### config.mk
export PLATFORM = sky130hd
export DESIGN_NAME = vfc_ram
export DESIGN_NICKNAME = d
export VERILOG_FILES = /design/src/rtl/vfc_ram.sv
export SDC_FILE = /design/constraint.sdc
export NUM_CORES = 2
export LEC_CHECK = 0
export ABC_AREA = 1
export BUFFER_PORTS_ARGS = -buffer_cell sky130_fd_sc_hd__buf_2
export CAP_MARGIN = 20
export CORE_MARGIN = 4
export CORE_UTILIZATION = 56
export DETAILED_ROUTE_END_ITERATION = 8
export GPL_ROUTABILITY_DRIVEN = 1
export PLACE_DENSITY = 0.7
export RECOVER_POWER = 50
export SLEW_MARGIN = 20
export SYNTH_ARGS = -nofsm -noshare
export SYNTH_HDL_FRONTEND = slang
export SYNTH_SLANG_ARGS = --single-unit
### constraint.sdc
create_clock -name i_clk -period 2.2 [get_ports i_clk]
set_input_delay 0.22 -clock i_clk [delete_from_list [all_inputs] [get_ports i_clk]]
set_output_delay 0.22 -clock i_clk [all_outputs]
set_load 0.02 [all_outputs]
### src/rtl/vfc_ram.sv
// ----------------------------------------------------------------------------
// vfc_ram
// Generic single-port RAM with one access per cycle and a registered read.
// ----------------------------------------------------------------------------
module vfc_ram #(
    parameter int WIDTH = 8,
    parameter int DEPTH = 256,
    localparam int ADDR_W = $clog2(DEPTH)
) (
    input  logic              i_clk,
    input  logic              i_we,
    input  logic [ADDR_W-1:0] i_addr,
    input  logic [WIDTH-1:0]  i_wdata,
    output logic [WIDTH-1:0]  o_rdata
);

    logic [WIDTH-1:0] r_mem [DEPTH];
    logic [WIDTH-1:0] r_rdata;

    always_ff @(posedge i_clk) begin
        if (i_we) begin
            r_mem[i_addr] <= i_wdata;
        end
        r_rdata <= r_mem[i_addr];
    end

    assign o_rdata = r_rdata;

endmodule

# Word level (Yosys, flattened, before mapping)
# Memory sizes are Yosys's and may differ from the RTL's. A register that Yosys moved wholly into a read port is not among the register bits.
# Cells that the tools add are included.
# totals
elab_cells,3
memories,1
register_bits,0
ramBits,2048
inputBits,18
output_inout_bits,8
# op_classes
muxes,2
# mem_list
memory,words,word_bits,rd,rd_ports_with_merged_regs,write_ports,line_no,source
r_mem,256,8,1,1,1,17,logic [WIDTH-1:0] r_mem [DEPTH];
# ops
op,n
$mux 1,2

# Depth between registers and ports, before layout
# logic_depth
ltp_word,2
depth_mapped,15
mapped_depth_nobuf,13

# Worst setup path after synthesis
# Ideal clock, no wire load.
# synth_timing
kind,in2reg
startpoint,input port i_addr[1]
endpoint,memory r_mem[234][0] (enable)
stages,10
slack_ps,140
required_time_ps,1830
setup_time_ps,370
path_buffers,4
arrival_time_ps,1690
path_cell_list,buf_4 -> inv_4 -> nor2_8 -> buf_4 -> buf_4 -> inv_2 -> nor2_1 -> nand2_1 -> clkbuf_1 -> nor2_1
# synth_rtl
item,line_no,source
from (decl),12,"input logic [ADDR_W-1:0] i_addr,"
to (decl),17,
# Straight into the memory's write port.

==> results by group <==
Cells and area
  • Final Instance Area: 98300 sq um
  • # nets final: 8440
  • Reg area: between 60000 and 70000 sq um
  • Area of the multi-input gates: between 20000 and 25000 sq um
  • Layout cell share with drive strength beyond 1: 0.103
  • Fillers: roughly 11k
  • Commonest non-fill, non-tap cell in the layout: nand2_1
  • Commonest cells after routing, fill and taps aside: 4770 x nand2_1, 2048 x edfxtp_1, 405 x buf_4, 354 x nor2_1, 203 x clkbuf_16
  • Layout area overhead: 15.8%

STA
  • RSZ-0062 raised after global routing: false
  • Fin. Hold Viols: 0
  • Final setup skew: 39.9 ps
  • Fin worst setup slack: roughly 77 ps
  • Worst hold margin: between 100 and 150 ps
  • Final min period: 2120 ps
  • Worst-Margin Slew: 1920 ps
  • Final slew viol count: approximately 340
  • Final period util: 0.965
  • Max Clock Freq: between 0.4 and 0.5 GHz
  • Relative slew slack: -0.281
  • # setup viols final: 0

Clocking
  • CTS buffer count: 200
  • Root Driver: clkbuf_16
  • CTS tree: yes
  • H-tree depth: 4
  • Worst skew pair latency: between 800 and 900 ps
  • Sink Count: roughly 2.1k
  • CTS Buffer Depth: 3
  • Clock transition at the registers of the reported paths: roughly 60 ps
  • Setup bufs post-CTS: 0

Min path
  • Hold WC Path Type: in2reg

Setup path
  • Worst R2R Setup Slack: around 77 ps
  • CP most frequent cell: nand2_1
  • Reg2reg path depth: 10
  • Worst-path cell chain: nand2_1 > a21oi_1 > o21ai_0 > nand2_1 > o21ai_1 > nand2_1 > nor2_1 > nor2_1 > nor2_1 > nand2_1
  • Crit path max fanout: 1
  • Startpoint Class: register
  • Critical Path End Type: register
  • Slowest stage cell on the critical path: edfxtp_1
  • Crit path largest cell delay: between 300 and 400 ps
  • Worst setup startpoint: r_mem[121][0]$_DFFE_PP_
  • End of the critical path: o_rdata[0]$_DFF_P_
  • CP required: 2900 ps
  • Critical Setup Path Class: reg2reg
  • RR Endpoint: o_rdata[0]$_DFF_P_
  • R2r startpoint: r_mem[121][0]$_DFFE_PP_
  • WP data arrival: roughly 2800 ps

Pwr
  • Worst vdd ir: 0.915 mV
  • Total Power: 0.0832 W
  • Pleak: between 30 and 40 nW
  • Pwr dens: roughly 850 nW/um^2

Floorplan
  • Initial Utilization: 0.565
  • Rows: between 100 and 150
  • Die area: around 160000 sq um
  • # IOs: 26
  • Die Width: 397 um
  • Area of the core: between 150000 and 200000 sq um
  • Die Y: 397 um

Drt
  • Detail Route Antenna Nets: 0
  • Remaining DRCs: 0
  • Routed wl met3: between 20000 and 25000 um
  • Wire length on met1: approximately 87000 um
  • First-pass iteration count of the detailed router: 7
  • Met2 wire len: between 100000 and 150000 um
  • Max layer used: met5
  • Routed WL: between 200000 and 250000 um
  • Drt via density: 5.48
  • 1st-iter DRT viols: between 6k and 7k
  • Wire length per cell: between 20 and 25 um
  • Via count: between 50k and 60k

Global routing
  • First-pass GRT wire length: ~340000 um
  • Largest net degree at the start of global routing: 73
  • Tot GR Track Use: 0.283
  • Vias in the first global route: about 57k
  • GRT overflow: 0
  • Initial antenna violation count: 5

Place
  • Post-placement setup slack: -449 ps
  • Post-DP HPWL: 140000 um
  • Final RePlAce weighted congestion: between 0.9 and 1
  • Number of port buffers: 25
  • Placed cell areas: just over 90000 sq um

Yosys
  • Mapped Cells: about 8k
  • Yosys warnings: 0
  • Mapped Area: 84900 sq um
  • Seq cells post-synth: about 2k
  • Seq/Total Area, Yosys: 0.727
  • Mean Syn Cell Area: between 10 and 15 sq um
  • Yosys cell types: 18
  • Syn_nets: approximately 8k

Run
  • MaxCap Viol Count: 6

Run status
  • Status: complete, but fails checks
  • Failing checks: max-capacitance violations, max-slew violations
-- critical path: cells and delay by family, from the launching register on --
| kind | cells | cell delay, ps |
|---|---|---|
| compound gates | 3 | 560 |
| flops | 1 | 380 |
| simple gates | 7 | 1070 |
-- synth_stat cells --
cell	n	area (sq um)
inv_1	31	116
nand3_1	188	941
buf_2	182	911
buf_6	7	78.8
nand2_1	4770	17900
inv_4	2	12.5
o21ai_0	41	205
a21oi_1	32	160
nand2_4	1	11.3
nor2_1	361	1360
o21ai_1	119	596
inv_2	2	7.51
buf_4	6	45.0
nor2_8	1	20.0
buf_1	52	195
edfxtp_1	2048	61500
clkbuf_1	170	638
dfxtp_1	8	160
-- cells by family (layout without fill, tap and decap cells) --
kind of cell,Yosys count,after routing,synth area share
flops,2056,2056,0.727
simple gates,5321,5321,0.238
compound gates,192,192,0.0113
other cells,0,5,0
buf+inv,452,1024,0.0236
-- flip-flops by register name, indices dropped and copies added, names as in the netlist --
| signal | flops |
|---|---|
| o_rdata | 8 |
| r_mem | 2048 |
-- routing by layer --
metal / vias up / global-route usage
li1: 27200 / -
met1: 27800 / 0.384
met2: 2697 / 0.454
met3: 485 / 0.0551
met4: 2 / 0.113
met5: - / 0
-- what timing repair did --
action                                  CTS  global route
endpoints found under the setup margin    0             5
endpoints found under the hold margin   414             0
gates resized for setup                   0            10
hold buffers                              8             0
-- layout make-up --
| type | instances | share of cell area |
|---|---|---|
| clock inverter | 131 | 0.0144 |
| antenna | 5 | 0.000127 |
| clock buffer | 242 | 0.0536 |
| inverter | 35 | 0.00168 |
| tap | 2016 | 0.0257 |
| sequential | 2056 | 0.627 |
| multi-input combinational | 5513 | 0.216 |
| timing repair buffer | 616 | 0.0614 |
-- where the power goes --
part | internal [W] | leakage, nW | switching (W)
registers | 0.0432 | 18.5 | 0.0000864
logic | 0.00151 | 18.0 | 0.00371
clock network | 0.0201 | 3.25 | 0.0146
-- worst min path at each step --
stage               startpoint                 endpoint  slack, ps  depth (start not counted)
floorplan           i_wdata[0]    r_mem[0][0]$_DFFE_PP_        320                          0
global placement    i_wdata[1]   r_mem[96][1]$_DFFE_PP_        680                          1
detailed placement  i_wdata[4]  r_mem[100][4]$_DFFE_PP_        670                          1
CTS                  i_addr[7]       o_rdata[0]$_DFF_P_         90                          6
global route         i_addr[7]       o_rdata[0]$_DFF_P_        110                          6
finish               i_addr[7]       o_rdata[0]$_DFF_P_        130                          6
-- per-stage QoR --
step,setup TNS (ps),utilization,std cells
after floorplan,0,-,8021
after global placement,-87080,0.612,10200
after detailed placement,-104890,0.612,10200
after CTS,0,0.657,10600
after global routing,0,0.655,10600
final,0,0.655,10600
No activity file was read; power rests on OpenSTA's default activity.
