==> config.mk <==
export PLATFORM = sky130hd
export DESIGN_NAME = vfc_index_unit
export DESIGN_NICKNAME = d
export VERILOG_FILES = /design/src/rtl/vfc_pkg.sv /design/src/rtl/vfc_index_unit.sv
export SDC_FILE = /design/constraint.sdc
export NUM_CORES = 1
export LEC_CHECK = 0
export ABC_AREA = 1
export BUFFER_PORTS_ARGS = -buffer_cell sky130_fd_sc_hd__buf_4
export CAP_MARGIN = 15
export CORE_UTILIZATION = 44
export DETAILED_ROUTE_END_ITERATION = 7
export GPL_TIMING_DRIVEN = 0
export MAX_ROUTING_LAYER = met4
export PLACE_DENSITY = 0.92
export SYNTH_ARGS = -nofsm -noshare
export SYNTH_HDL_FRONTEND = slang
export SYNTH_SLANG_ARGS = --single-unit
==> constraint.sdc <==
create_clock -name vclk -period 1.8
set_input_delay 0.18 -clock vclk [all_inputs]
set_output_delay 0.18 -clock vclk [all_outputs]
set_load 0.1 [all_outputs]
==> src/rtl/vfc_pkg.sv <==
// ----------------------------------------------------------------------------
// vfc_pkg
// Shared widths, command codes, face bit positions and helpers of the voxel
// face culling block.
// ----------------------------------------------------------------------------
package vfc_pkg;

    localparam int CELL_SIDE_DEF   = 16;
    localparam int CELL_HEIGHT_DEF = 256;

    localparam int CMD_W    = 2;
    localparam int POS_XZ_W = 4;
    localparam int POS_Y_W  = 8;
    localparam int ID_W     = 8;
    localparam int MASK_W   = 6;
    localparam int COUNT_W  = 3;

    typedef enum logic [CMD_W-1:0] {
        CMD_WRITE = 2'd0,
        CMD_READ  = 2'd1,
        CMD_CULL  = 2'd2
    } t_cmd;

    // Bit positions of the exposed-face mask.
    localparam int FACE_PZ = 0;
    localparam int FACE_NZ = 1;
    localparam int FACE_PX = 2;
    localparam int FACE_NX = 3;
    localparam int FACE_PY = 4;
    localparam int FACE_NY = 5;

    function automatic logic [COUNT_W-1:0] f_popcount(input logic [MASK_W-1:0] mask);
        logic [COUNT_W-1:0] cnt;
        cnt = '0;
        for (int i = 0; i < MASK_W; i++) begin
            cnt = cnt + COUNT_W'(mask[i]);
        end
        return cnt;
    endfunction

endpackage

==> src/rtl/vfc_index_unit.sv <==
// ----------------------------------------------------------------------------
// vfc_index_unit
// Shared multiply-add by the chunk side, used twice to form a cell's linear
// store address from its height, x column and z column.
// ----------------------------------------------------------------------------
module vfc_index_unit import vfc_pkg::*; #(
    parameter int CELL_SIDE = CELL_SIDE_DEF,
    parameter int ADDR_W    = 16
) (
    input  logic [ADDR_W-1:0] i_acc,
    input  logic [ADDR_W-1:0] i_addend,
    output logic [ADDR_W-1:0] o_sum
);

    localparam int SIDE_W = $clog2(CELL_SIDE + 1);
    localparam int FULL_W = ADDR_W + SIDE_W;

    logic [FULL_W-1:0] w_full;

    // The product never exceeds the store depth when the cell lies in the
    // chunk, so dropping the top bits loses nothing that is used.
    assign w_full = FULL_W'(i_acc) * FULL_W'(CELL_SIDE) + FULL_W'(i_addend);
    assign o_sum  = w_full[ADDR_W-1:0];

endmodule

# Word-level counts from Yosys, hierarchy flattened
# Cells that the tools add are included.
# word_totals
wordCells,1
inputBits,32
output_inout_bits,16
reg_bits,0
# op_classes
n_addsub,1
# op_table
cell,n
adder 16 bit,1

# Logic depth before layout (Yosys ltp)
# logic_depth
ltp_word,1
mapped_depth,9
depth_no_buf,9

# Worst setup path after synthesis
# No wires, ideal clock.
# synth_timing
path_type,in2out
from,input port i_acc[0]
to,output port o_sum[10]
setup_slack_ps,-795
path_buffers,0
stages,5
t_required_ps,1620
arrival_time_ps,2415
path_cell_list,ha_1 fa_1 nand2_1 nand3_1 xor2_1
# synth_between
elab_chain_len,1
# synth_lines
element,line,rtl
"start, declared",vfc_index_unit.sv:10,"input logic [ADDR_W-1:0] i_acc,"
adder 16 bit,vfc_index_unit.sv:22,assign w_full = FULL_W'(i_acc) * FULL_W'(CELL_SIDE) + FULL_W'(i_addend);
"end, declared",vfc_index_unit.sv:12,output logic [ADDR_W-1:0] o_sum
# No other way between the ends.

# Worst setup path in the final report
# layout_timing
from,input port i_acc[0]
to,output port o_sum[8]
# The elaborated chain is that of the path after synthesis.

==> impl_metrics.py <==
metrics = {
    "run_status": {
        "status": "finished clean",
    },
    "timing": {
        "worstMarginPinSlew_ps": 284,
        "rsz0062_at_grt": "true",
        "hold_slack_ps": 686,
        "slew_viol_final": 0,
        "setup_viol": 0,
        "hold_viol": 0,
        "clock.fmax_mhz": 568,
        "slew_headroom": 0.812,
        "finalCritPeriodShare": 0.979,
        "fin_crit_ps": 1760,
        "setup_ws_ps": 38.2,
    },
    "floorplanning": {
        "start_util": 0.492,
        "num_io_pins": 48,
        "fp.dieArea_um2": 1670,
        "die_w_um": 40.9,
        "rows": 13,
        "die_height_um": 40.9,
        "core_um2": 1350,
    },
    "layout": {
        "layout.nets": 210,
        "seqCellArea_um2": 0,
        "finalInstanceArea_um2": 1220,
        "post-route-util": 0.903,
        "multi_input_area_um2": 709,
        "area_growth_pct": 83.4,
        "seq_cells": 0,
        "antenna-diode-count": 0,
        "nClkBuffers": 0,
        "drive_above_1_share": 0.390,
        "fillers": 62,
    },
    "worst_hold_path": {
        "hold_end": "o_sum[3]",
        "holdPathStages": 2,
        "min_path_type": "input port to primary output",
        "hp-start": "i_addend[3]",
    },
    "run": {
        "max_cap_violations": 0,
    },
    "yosys": {
        "syn_inst": 123,
        "synth_warnings": 0,
        "synth_fp_nets": 167,
        "seq_area_frac_synth": 0,
        "syn_area_um2": 664,
        "yosysUniqueCellTypes": 14,
        "avgSynthCellArea_um2": 5.40,
    },
    "drt": {
        "drc": 0,
        "dr.pass1.iters": 4,
        "drt-initial-drc-count": 35,
        "drtAntennaViolNets": 0,
        "via_count": 927,
        "vias_per_cell": 5.18,
        "post_drt_wl_per_cell_um": 13.1,
        "wl_um": 2340,
    },
    "global_routing": {
        "grt_pass1_wl_um": 2780,
        "overflow": 0,
        "gr-usage-all-layers": 0.249,
        "grt_pass1_vias": 728,
        "grt_max_degree": 7,
        "antenna_found_initial": 0,
    },
    "placement": {
        "place_area_um2": 1090,
        "place_ws_ps": -131,
        "portBuffers": 40,
        "dp_hpwl_um": 1760,
        "place_congestion": 0.820,
    },
    "setup_path": {
        "cp.required_ps": 1620,
        "end_kind": "primary output",
        "start_kind": "input port",
        "crit_fanout": 4,
        "worst-setup-path-type": "input port to primary output",
        "startpoint": "i_acc[0]",
        "worstPathArrival_ps": 1580,
    },
    "power_and_ir_drop": {
        "ir_worst_vdd_v": 0.000648,
        "leakagePower_nw": 0.678,
        "pwr_density_cell_nw_per_um2": 758,
    },
    "clock_tree": {
        "cts_hold_buf": 0,
    },
}
[routing by layer]
layer	up-vias	track usage	part of all wire
met2	48	0.492	0.56
met3	12	0.00543	0.057
li1	457	-	-
met1	410	0.250	0.34
met5	-	-	0
met4	0	0.100	0.036
[cell usage after synthesis, drive strengths merged]
master  number  area share
a21oi        4       0.030
buf          4       0.045
fa           1       0.030
ha          11        0.21
inv         21        0.12
nand2       50        0.28
nand3       12       0.098
nand4        3       0.028
nor2         9       0.058
or2          1      0.0094
xnor2        1       0.013
xor2         6       0.079
[cells by family (layout without fill, tap and decap cells)]
kind of cell / count (synthesis) / after routing / share of synthesized area
fa+ha+maj: 12 / 12 / 0.237
compound gates: 4 / 4 / 0.0301
simple gates: 75 / 75 / 0.476
xor+xnor: 7 / 7 / 0.0923
buf+inv: 25 / 66 / 0.164
[through the flow]
stage               TNS, ps  instances  total power [W]
global route          -35.3        179         0.000965
finish                    0        179         0.000924
CTS                       0        178         0.000843
detailed placement     -471        178         0.000809
global placement       -373        178         0.000797
floorplan              -341        123         0.000653
[layout by cell type, fill, tap and decap left out]
cell type	netlist	layout
xor2_2	0	1
nand4_1	3	3
nand3_1	11	11
xnor2_4	0	1
buf_6	0	3
xor2_4	0	4
nor2_2	2	2
xor2_1	6	1
nand3_2	1	1
or2_2	1	1
nand2_2	0	2
buf_4	4	37
fa_2	0	1
nand2_1	50	48
nor2_1	7	7
buf_12	0	5
ha_1	11	5
inv_1	21	21
a21oi_1	4	4
ha_4	0	3
ha_2	0	3
[area by class of cell]
| type | count | area share |
|---|---|---|
| Multi-Input combinational cell | 98 | 0.582 |
| Timing Repair Buffer | 41 | 0.313 |
| Tap cell | 15 | 0.0154 |
| Buffer | 4 | 0.0246 |
| Inverter | 21 | 0.0647 |
[worst max-delay path by stage]
stage                endpoint  slack, ps  depth (start not counted)
floorplan            o_sum[6]       -120                          3
global placement     o_sum[8]       -130                          8
detailed placement   o_sum[8]       -130                          8
CTS                 o_sum[11]          3                         10
global route         o_sum[8]        -20                          8
finish               o_sum[8]         40                          8
[worst max-delay path, cell delays in order]
cell and delay, ps:
buf_4 110, ha_1 230, fa_2 410, nand2_1 90, nand3_1 80, nand2_1 160
xnor2_4 140, buf_12 190
[repair_timing]
| action | CTS | global route |
|---|---|---|
| gates resized for setup | 11 | 17 |
| pin swaps | 0 | 1 |
| setup endpoints to repair | 8 | 8 |
| buffers inserted | 0 | 1 |
| endpoints found under the hold margin | 0 | 0 |
[power by group]
| group | leakage (nW) | switching (W) | internal (W) |
|---|---|---|---|
| registers | 0 | 0 | 0 |
| clock network | 0 | 0 | 0 |
| logic | 0.678 | 0.000624 | 0.000300 |
| total | 0.678 | 0.000624 | 0.000300 |
(Power assumes the default switching activity.)
